### config.mk
export PLATFORM = sky130hd
export DESIGN_NAME = mcia_ctrl
export DESIGN_NICKNAME = d
export VERILOG_FILES = /design/src/design/mcia_pkg.sv /design/src/design/mcia_ctrl.sv
export SDC_FILE = /design/constraint.sdc
export NUM_CORES = 1
export LEC_CHECK = 0
export BUFFER_PORTS_ARGS = -buffer_cell sky130_fd_sc_hd__buf_2
export CAP_MARGIN = 15
export CORE_MARGIN = 2
export CORE_UTILIZATION = 44
export DETAILED_ROUTE_END_ITERATION = 8
export HOLD_SLACK_MARGIN = 0.12
export PLACE_DENSITY = 0.77
export SLEW_MARGIN = 20
export SYNTH_ARGS = -nofsm -noshare
export SYNTH_HDL_FRONTEND = slang
export SYNTH_SLANG_ARGS = --single-unit
### constraint.sdc
create_clock -name clk_i -period 1.49 [get_ports clk_i]
set_input_delay 0.0745 -clock clk_i [delete_from_list [all_inputs] [get_ports clk_i]]
set_output_delay 0.0745 -clock clk_i [all_outputs]
set_load 0.005 [all_outputs]
### src/design/mcia_pkg.sv
package mcia_pkg;

  localparam int unsigned FieldW  = 16;
  localparam int unsigned CmdW    = 3;
  localparam int unsigned StatusW = 3;
  localparam int unsigned InDataW  = 40;
  localparam int unsigned OutDataW = 40;
  localparam int unsigned CfgIdxW  = 1;
  localparam int unsigned CfgDataW = 16;
  localparam int unsigned AddrW    = 8;

  localparam logic [CmdW-1:0] CmdRequest  = 3'd0;
  localparam logic [CmdW-1:0] CmdRelease  = 3'd1;
  localparam logic [CmdW-1:0] CmdResetAll = 3'd2;
  localparam logic [CmdW-1:0] CmdMark     = 3'd3;
  localparam logic [CmdW-1:0] CmdQuery    = 3'd4;

  localparam logic [StatusW-1:0] StRequested = 3'd0;
  localparam logic [StatusW-1:0] StSameOwner = 3'd1;
  localparam logic [StatusW-1:0] StNew       = 3'd2;
  localparam logic [StatusW-1:0] StNoneFree  = 3'd3;
  localparam logic [StatusW-1:0] StDone      = 3'd4;

  localparam logic [CfgIdxW-1:0] CfgDiagMask = 1'd0;
  localparam logic [CfgIdxW-1:0] CfgDiagAddr = 1'd1;

  localparam logic [FieldW-1:0] DiagMaskRst = 16'hFF00;

  typedef struct packed {
    logic [4:0]        pad;
    logic [FieldW-1:0] owner_tag;
    logic [FieldW-1:0] client_id;
    logic [CmdW-1:0]   cmd;
  } mcia_in_t;

  typedef struct packed {
    logic [3:0]         pad;
    logic [FieldW-1:0]  holder_tag;
    logic               in_use;
    logic [StatusW-1:0] status;
    logic [FieldW-1:0]  result_id;
  } mcia_out_t;

  typedef struct packed {
    logic accept;
    logic clear;
    logic clear_cfg;
    logic lookup;
    logic step;
    logic grant_new;
    logic exec;
    logic load_out;
  } mcia_cmd_t;

  typedef struct packed {
    logic in_req;
    logic is_reset;
    logic lookup_hit;
    logic exhausted;
    logic free;
    logic clear_done;
    logic out_free;
  } mcia_status_t;

endpackage

### src/design/mcia_ctrl.sv
module mcia_ctrl
  import mcia_pkg::*;
(
  input  logic         clk_i,
  input  logic         rst_ni,
  input  logic         in_valid_i,
  output logic         in_ready_o,
  input  mcia_status_t status_i,
  output mcia_cmd_t    cmd_o
);

  typedef enum logic [6:0] {
    StateClear  = 7'b0000001,
    StateIdle   = 7'b0000010,
    StateLookup = 7'b0000100,
    StateSearch = 7'b0001000,
    StateProbe  = 7'b0010000,
    StateExec   = 7'b0100000,
    StateResp   = 7'b1000000
  } mcia_state_e;

  mcia_state_e state_q, state_d;
  logic        clr_all_q, clr_all_d;

  always_comb begin
    state_d    = state_q;
    clr_all_d  = clr_all_q;
    cmd_o      = '0;
    in_ready_o = 1'b0;
    unique case (state_q)
      StateClear: begin
        cmd_o.clear     = 1'b1;
        cmd_o.clear_cfg = clr_all_q;
        if (status_i.clear_done) begin
          clr_all_d = 1'b0;
          state_d   = clr_all_q ? StateIdle : StateResp;
        end
      end
      StateIdle: begin
        in_ready_o = 1'b1;
        if (in_valid_i) begin
          cmd_o.accept = 1'b1;
          state_d      = status_i.in_req ? StateLookup : StateExec;
        end
      end
      StateLookup: begin
        cmd_o.lookup = 1'b1;
        state_d      = status_i.lookup_hit ? StateResp : StateSearch;
      end
      StateSearch: begin
        cmd_o.step = 1'b1;
        state_d    = status_i.exhausted ? StateResp : StateProbe;
      end
      StateProbe: begin
        if (status_i.free) begin
          cmd_o.grant_new = 1'b1;
          state_d         = StateResp;
        end else begin
          cmd_o.step = 1'b1;
          state_d    = status_i.exhausted ? StateResp : StateProbe;
        end
      end
      StateExec: begin
        cmd_o.exec = 1'b1;
        state_d    = status_i.is_reset ? StateClear : StateResp;
      end
      StateResp: begin
        if (status_i.out_free) begin
          cmd_o.load_out = 1'b1;
          state_d        = StateIdle;
        end
      end
      default: begin
        state_d = StateIdle;
      end
    endcase
  end

  always_ff @(posedge clk_i or negedge rst_ni) begin
    if (!rst_ni) begin
      state_q   <= StateClear;
      clr_all_q <= 1'b1;
    end else begin
      state_q   <= state_d;
      clr_all_q <= clr_all_d;
    end
  end

endmodule

# Word-level counts from Yosys, hierarchy flattened
# Index checks and enable logic that the tools add are counted.
dict set report word_totals {
  output_inout_bits 9
  word_cells 36
  regBits 8
  inputBits 10
}
dict set report classes {
  eq_ne 10
  n_reduce_logical 2
  n_mux 22
}
# operator n
set op_table {}
lappend op_table {{7-bit 2-to-1 mux} 8}
lappend op_table {{7-bit one-hot mux with 7 select lines} 1}
lappend op_table {{1-bit 2-to-1 mux} 10}
lappend op_table {{7-bit by 1-bit == test with 1-bit output (second input constant)} 1}
lappend op_table {{7-bit by 2-bit == test with 1-bit output (second input constant)} 1}
lappend op_table {{7-bit by 3-bit == test with 1-bit output (second input constant)} 1}
lappend op_table {{7-bit by 4-bit == test with 1-bit output (second input constant)} 1}
lappend op_table {{7-bit by 5-bit == test with 1-bit output (second input constant)} 1}
lappend op_table {{7-bit by 6-bit == test with 1-bit output (second input constant)} 1}
lappend op_table {{7-bit == test (second input constant)} 1}
lappend op_table {{6-bit 2-to-1 mux} 1}
lappend op_table {{2-bit inequality test (second input constant)} 3}
lappend op_table {{3-bit AND reduction} 1}
lappend op_table {{2-bit 2-to-1 mux} 1}
lappend op_table {{1-bit one-hot mux with 2 select lines} 1}
lappend op_table {{2-bit AND reduction} 1}

# Logic depth before layout (Yosys ltp)
# Gate-level depths: netlist of run 1.
dict set report logic_depth {
  depth_word 3
  depth_mapped 5
  mapped_depth_nobuf 4
}

# Worst setup path after synthesis of run 1
# Ideal clock, no wire load.
dict set report synth_timing {
  path_kind {register -> register}
  start {register state_q[0]}
  end {register state_q[6]}
  t_required_ns 1.394
  setup_slack_ns 0.026
  stages_incl_launch_ff 6
  setup_time_ns 0.096
  period_less_slack_ns 1.464
  arrival_time_ns 1.369
  path_buffers 1
  cell_sequence {dfstp_2 buf_4 nor3b_1 o211ai_1 and3_4 o32ai_2}
}
dict set report synth_via {
  elab_chain_len 3
}
# item line
set synth_rtl {}
lappend synth_rtl {{start, declared} mcia_ctrl.sv:22} ;# mcia_state_e state_q, state_d;
lappend synth_rtl {{start signal, assigned} mcia_ctrl.sv:81} ;# state_q <= StateClear;
lappend synth_rtl {{start signal, assigned} mcia_ctrl.sv:84} ;# state_q <= state_d;
lappend synth_rtl {{7-bit by 1-bit == test with 1-bit output, or another cell as far along} mcia_ctrl.sv:30} ;# unique case (state_q)
lappend synth_rtl {{2-bit inequality test (no line)} -}
lappend synth_rtl {{3-bit AND reduction (no line)} -}
# Parallel ways exist; a longest one is shown, timed or not.
# A chain may end at the register's enable or synchronous reset.

==> key figures, run 1 <==
Place
  • DP HPWL: 1.201 mm
  • Placed inst area: 762.0 µm²
  • I/O Buffers: 18
  • Routability cong.: 0.8394
  • Post-placement cell count: 103

Synthesis
  • Synth Instances: 70
  • Synth Register Bits: 8
  • Syn nets: 80
  • Yosys cell types: 36
  • Sequential area share after synthesis: 30.92%
  • Ys Warns: 0
  • Area share of the largest cell type after synthesis: 22.90%
  • Synth area leader: dfrtp_1
  • Mapped cell area: 655.6 µm²
  • Top cells by area, synth: dfrtp_1 (23%), dfstp_2 (8.0%), nor4_4 (6.5%), nor2_1 (4.0%), xor2_1 (4.0%)
  • Syn Area/Cell: 9.366 µm²

Clock network
  • Later-pin clock latency in the skew report: 0.28 ns
  • CTS Buffer Depth: 2
  • Clock sink total: 8
  • Clock root buffer: clkbuf_4
  • CTS H-tree depth: 1
  • CTS clk-pin slew, worst paths: 0.07 ns
  • CTS tree: yes
  • TritonCTS Buffers: 3

Die
  • Die ar.: 0.001815 mm²
  • IO Pins: 19
  • Initial Util: 48.56%
  • Num rows: 13
  • Die Wd: 42.60 µm
  • DIE HEIGHT: 42.60 µm
  • Core ar.: 0.001350 mm²

Finish
  • # fillers: 108
  • Post-Layout Cell Count: 124
  • Inserted Diodes: 0
  • Footprint of the multi-input gates: 416.7 µm²
  • Share of cells above drive strength 1: 49.54%
  • Commonest non-fill, non-tap cell in the layout: buf_2
  • Layout Utilization: 74.14%
  • Nets: 121
  • Most frequent cells in the layout: buf_2 (15), buf_4 (13), dlygate4sd3_1 (8), nor2_1 (7), buf_6 (6)
  • Area growth, synth to finish: 52.67%
  • Fin area: 0.001001 mm²
  • FF/Latch Area: 203.9 µm²

Timing
  • Tcrit/Tclk final: 115.4%
  • Worst slew pin tran: 0.3407 ns
  • Endpoints failing hold: 0
  • Crit path time final: 1.719 ns
  • Fmax: 581.8 MHz
  • Worst slew margin: 77.11%
  • Setup Skew: 0.01684 ns
  • RSZ-0062 raised after global routing: yes
  • Final setup viols: 11
  • Fin Setup TNS: -1.983 ns
  • Setup ws final: -0.2288 ns
  • Pins Over Slew Limit: 0

Global routing
  • Vias in the first global route: 679
  • Largest net degree at the start of global routing: 13
  • Initial antenna violation count: 0
  • First-pass GRT wire length: 2.898 mm
  • Total congestion overflow: 0
  • Tot GR Track Use: 21.71%

Detailed routing
  • Wire per inst: 14.87 µm
  • Vias per inst: 5.556
  • Final antenna-violating net count: 0
  • Residual DRC: 0
  • Overall routed net length: 1.844 mm
  • Number of DRC markers in iteration 0: 17
  • First-pass iteration count of the detailed router: 4
  • Vias post-DR: 689

Power and ir drop
  • IR Drop Worst-Case VDD: 0.8415 mV
  • Net Sw Frac: 39.78%
  • Pleak: 0.5066 nW
  • Cell-internal power: 722.3 µW
  • Combinational group share of total power: 55.9%
  • Clock power frac: 15.6%
  • Sw power: 477.2 µW
  • Part of the power in registers: 28.6%
  • Pwr dens: 1198 mW/mm²

Outcome
  • Outcome: finished with violations
  • Failing checks: negative setup slack

Setup path
  • Worst Path Required: 1.42 ns
  • Critical path class: reg2out
  • CP endpoint kind: output pin
  • R2R Setup Slk: -0.15 ns
  • R2r startpoint: state_q[4]
  • R2r worst-path depth: 6
  • CP Max Fanout: 4
  • WP data arrival: 1.64 ns
  • Reg2reg end: state_q[6]
  • Crit start category: register

Run
  • Total of max-cap violations: 0

Hold path
  • HP Class: in2async
## per-layer routing
metal | global-route usage, % | share of wire (%) | vias to the layer above | routed length (µm)
met3 | 6.466 | 6.6 | 7 | 121
li1 | - | - | 337 | -
met1 | 24.40 | 40 | 319 | 743
met2 | 38.15 | 50 | 26 | 922
met4 | 8.125 | 3.1 | 0 | 57
met5 | 0 | 0 | - | 0
## metrics by stage
stage	hold WS [ns]	power [mW]	worst slack [ns]
CTS	0.1912	1.101	-0.1926
detailed placement	-0.07028	0.8227	-0.01457
finish	0.1630	1.199	-0.2288
floorplan	-0.2211	0.6938	0.02593
global placement	-0.07209	0.8019	0.03452
global route	0.1878	1.275	-0.2912
## timing repair
action	4_1_cts	5_1_grt
hold buffers	8	0
endpoints found under the setup margin	9	14
endpoints found under the hold margin	16	0
gates resized for setup	9	5
setup buffers	8	3
pin swaps	9	8
## flip-flops by register name (all words and copies together), names as in the netlist
register   count
clr_all_q      1
state_q        7
## critical path, cell delays in order, from the launching register on
cell,delay (ns)
dfrtp_1,0.39
buf_6,0.13
nor4_4,0.35
and3_4,0.27
and2_4,0.15
buf_6,0.08
## kinds of logic (layout without fill, tap and decap cells)
logic type	count (synthesis)	in the layout	share of synthesized area [%]
xor+xnor	3	3	4.008
buf+inv	11	50	10.11
simple gates	34	34	38.55
flops	8	8	30.92
compound gates	14	14	16.41
## power by group through the flow
stage / Sequential [mW] / Combinational, mW / Clock [mW]
floorplan: 0.272 / 0.422 / 0
finish: 0.342 / 0.670 / 0.187
CTS: 0.340 / 0.586 / 0.175
detailed placement: 0.344 / 0.479 / 0
global placement: 0.338 / 0.464 / 0
global route: 0.348 / 0.731 / 0.195
## cell usage after synthesis
cell type and count:
nor2_1 7, dfrtp_1 6, inv_1 5, and3_1 3, nor3b_1 3, o211ai_1 3, xor2_1 3, a21oi_1 2
and2_1 2, and3_2 2, buf_2 2, buf_4 2, buf_6 2, dfstp_2 2, nor2b_1 2, nor3_1 2
nor4_4 2, o21ai_0 2, a21boi_1 1, a22o_1 1, and2b_1 1, and3_4 1, and3b_1 1, and3b_2 1
and4_1 1, and4_2 1, and4bb_1 1, nand2_1 1, nand3_1 1, nand4_1 1, o2111ai_1 1, o21ai_1 1
o22ai_1 1, o22ai_2 1, o32ai_2 1, or3b_1 1
## worst max-delay path by stage
stage	slack (ns)	end	from	cells after the start
after global routing	-0.29	cmd_o[0]	state_q[4]	6
final	-0.23	cmd_o[7]	state_q[4]	5
after CTS	-0.19	cmd_o[5]	state_q[4]	5
after floorplan	0.03	state_q[6]	state_q[0]	5
after detailed placement	-0.01	state_q[6]	state_q[0]	4
after global placement	0.03	state_q[6]	state_q[0]	4
## layout make-up
cell class	count	area share [%]
sequential	8	20.38
clock buffer	3	2.250
timing repair buffer	42	32.00
multi-input combinational	51	41.63
tap	15	1.875
inverter	5	1.875
Power figures use the tool's default switching activity.
==> inputs of run 2 (changes only) <==
--- a/config.mk
+++ b/config.mk
@@ -12,6 +12,7 @@
 export DETAILED_ROUTE_END_ITERATION = 8
 export HOLD_SLACK_MARGIN = 0.12
 export PLACE_DENSITY = 0.77
+export SETUP_SLACK_MARGIN = 0.5
 export SLEW_MARGIN = 20
 export SYNTH_ARGS = -nofsm -noshare
 export SYNTH_HDL_FRONTEND = slang
==> key figures, run 2 (synthesis gave the netlist of run 1 again) <==
Power and ir drop
  • Combinational group share of total power: 62.4% (was 55.9%)
  • Part of the power in registers: 22.9% (was 28.6%)
  • Cell-internal power: 845.9 µW (was 722.3 µW)
  • Pwr Total: 1.368 mW (was 1.199 mW)
  • Pleak: 0.5288 nW (was 0.5066 nW)
  • Clock power frac: 14.7% (was 15.6%)
  • IR Drop Worst-Case VDD: 1.164 mV (was 0.8415 mV)
  • Sw power: 521.9 µW (was 477.2 µW)
  • Net Sw Frac: 38.16% (was 39.78%)
  • Pwr dens: 1251 mW/mm² (was 1198 mW/mm²)

Timing
  • Endpoints failing hold: 0 (unchanged)
  • Fmax: 605.9 MHz (was 581.8 MHz)
  • Tcrit/Tclk final: 110.8% (was 115.4%)
  • RSZ-0062 raised after global routing: yes (unchanged)
  • Setup ws final: -0.1604 ns (was -0.2288 ns)
  • Worst slew pin tran: 0.2838 ns (was 0.3407 ns)
  • Pins Over Slew Limit: 0 (unchanged)
  • Worst slew margin: 80.94% (was 77.11%)
  • Fin Setup TNS: -0.8750 ns (was -1.983 ns)
  • Crit path time final: 1.650 ns (was 1.719 ns)
  • Final hold slack: 0.1909 ns (was 0.1630 ns)
  • Setup Skew: 0.006172 ns (was 0.01684 ns)
  • Final setup viols: 9 (was 11)

Finish
  • Nets: 126 (was 121)
  • Area growth, synth to finish: 66.79% (was 52.67%)
  • Commonest non-fill, non-tap cell in the layout: buf_4 (was buf_2)
  • Max reg flops: 7 (unchanged)
  • Largest reg by FF count: state_q (unchanged)
  • Top Registers: state_q: 7 flops, clr_all_q: 1 flops (unchanged)
  • Inserted Diodes: 0 (unchanged)
  • Post-Layout Cell Count: 130 (was 124)
  • Footprint of the multi-input gates: 450.4 µm² (was 416.7 µm²)
  • # fillers: 83 (was 108)
  • Share of cells above drive strength 1: 58.26% (was 49.54%)
  • Most frequent cells in the layout: buf_4 (16), buf_2 (14), buf_6 (9), dlygate4sd3_1 (8), nor2_1 (6) (was buf_2 (15), buf_4 (13), dlygate4sd3_1 (8), nor2_1 (7), buf_6 (6))
  • FF/Latch Area: 207.7 µm² (was 203.9 µm²)
  • Fin area: 0.001094 mm² (was 0.001001 mm²)
  • Layout Utilization: 81.00% (was 74.14%)

Clock network
  • CTS H-tree depth: 1 (unchanged)
  • Later-pin clock latency in the skew report: 0.27 ns (was 0.28 ns)
  • Clock root buffer: clkbuf_4 (unchanged)
  • CTS clk-pin slew, worst paths: 0.07 ns (about the same)
  • Clock sink total: 8 (unchanged)
  • TritonCTS Buffers: 3 (unchanged)
  • CTS Buffer Depth: 2 (unchanged)
  • CTS tree: yes (unchanged)

Die
  • Num rows: 13 (unchanged)
  • Initial Util: 48.56% (unchanged)
  • Die ar.: 0.001815 mm² (unchanged)
  • IO Pins: 19 (unchanged)
  • Die Wd: 42.60 µm (unchanged)
  • DIE HEIGHT: 42.60 µm (unchanged)
  • Core ar.: 0.001350 mm² (unchanged)

Detailed routing
  • Vias post-DR: 737 (was 689)
  • Max Used Layer: met4 (unchanged)
  • Met2 WL: 1.036 mm (was 922 µm)
  • Overall routed net length: 2.045 mm (was 1.844 mm)
  • Wl on met1: 838 µm (was 743 µm)
  • Number of DRC markers in iteration 0: 18 (was 17)
  • First-pass iteration count of the detailed router: 4 (unchanged)
  • Met3 Wirelength: 118 µm (was 121 µm)
  • Residual DRC: 0 (unchanged)
  • Wire per inst: 15.73 µm (was 14.87 µm)
  • Final antenna-violating net count: 0 (unchanged)
  • Vias per inst: 5.669 (was 5.556)

Outcome
  • Failing checks: negative setup slack (unchanged)
  • Outcome: finished with violations (unchanged)

Place
  • Routability cong.: 0.8056 (was 0.8394)
  • Post-placement cell count: 102 (was 103)
  • Pre-CTS setup slack: 0.02502 ns (was -0.01457 ns)
  • I/O Buffers: 18 (unchanged)
  • DP HPWL: 1.145 mm (was 1.201 mm)
  • Placed inst area: 769.5 µm² (was 762.0 µm²)

Setup path
  • CP top delay family: simple AND/OR/NAND/NOR gates (unchanged)
  • Buf/Inv on CP: 2 (unchanged)
  • CP endpoint kind: output pin (unchanged)
  • Critical path class: reg2out (unchanged)
  • CP Max Fanout: 3 (was 4)
  • WP data arrival: 1.58 ns (was 1.64 ns)
  • Max incr delay on CP: 0.44 ns (was 0.39 ns)
  • Cell-by-cell trace of the critical path: nor4_4, buf_4, and4_1, buf_2 (was buf_6, nor4_4, and3_4, and2_4, buf_6)
  • Crit-path slowest cell: dfrtp_2 (was dfrtp_1)
  • Crit start category: register (unchanged)
  • Worst Path Required: 1.42 ns (about the same)

Global routing
  • First-pass GRT wire length: 2.987 mm (was 2.898 mm)
  • Largest net degree at the start of global routing: 13 (unchanged)
  • Initial antenna violation count: 0 (unchanged)
  • Vias in the first global route: 725 (was 679)
  • Total congestion overflow: 0 (unchanged)
  • Tot GR Track Use: 22.63% (was 21.71%)

Hold path
  • HP Class: in2async (unchanged)

Run
  • Total of max-cap violations: 0 (unchanged)
==> run 2: cell count changes in the layout (fill, tap and decap cells not counted), sizes merged <==
| cell | delta |
|---|---|
| buf | +5 |
| clkbuf | +1 |
==> run 2: routing by layer <==
| layer | vias up | GRT usage [%] |
|---|---|---|
| li1 | 345 | - |
| met1 | 351 | 25.26 |
| met2 | 33 | 35.38 |
| met3 | 8 | 8.190 |
| met4 | 0 | 15.63 |
| met5 | - | 0 |
==> run 2: what timing repair did <==
item | in CTS | in global routing
endpoints found under the hold margin | 16 | 0
gates resized for setup | 13 | 13
pin swaps | 6 | 11
cloned | 0 | 0
hold buffers | 8 | 0
setup buffers | 10 | 6
setup endpoints to repair | 17 | 17
==> run 2: worst register-to-register path: cells and delay by family (launching register included) <==
| kind | cells | cell delay [ns] |
|---|---|---|
| AND/OR/NAND/NOR | 2 | 0.55 |
| flip-flops | 1 | 0.44 |
| buffers and inverters | 2 | 0.30 |
| AO/OA/AOI/OAI | 2 | 0.18 |
==> run 2: area by class of cell <==
| cell class | count | share of cell area (%) |
|---|---|---|
| clock buffers | 4 | 2.403 |
| inverters | 5 | 1.716 |
| flip-flops and latches | 8 | 18.99 |
| multi-input cells | 51 | 41.19 |
| well taps | 15 | 1.716 |
| repair buffers | 47 | 33.98 |
==> run 2: worst paths after layout <==
kind                                   from         end  slack [ns]  depth (start not counted)
worst max-delay path             state_q[4]    cmd_o[5]       -0.16                          4
worst min-delay path                 rst_ni  state_q[5]        0.19                          2
worst max register to register   state_q[4]  state_q[1]       -0.07                          6
worst min register to register    clr_all_q   clr_all_q        0.54                          1
max in group asynchronous            rst_ni   clr_all_q        1.05                          2
min in group clk_i              status_i[0]  state_q[1]        0.22                          3
==> run 2: power by group through the flow <==
stage / logic [mW] / registers [mW] / clock network [mW]
6_report: 0.853 / 0.313 / 0.201
4_1_cts: 0.697 / 0.321 / 0.202
3_5_place_dp: 0.537 / 0.332 / 0
5_1_grt: 0.910 / 0.316 / 0.213
3_3_place_gp: 0.525 / 0.330 / 0
2_1_floorplan: 0.463 / 0.276 / 0
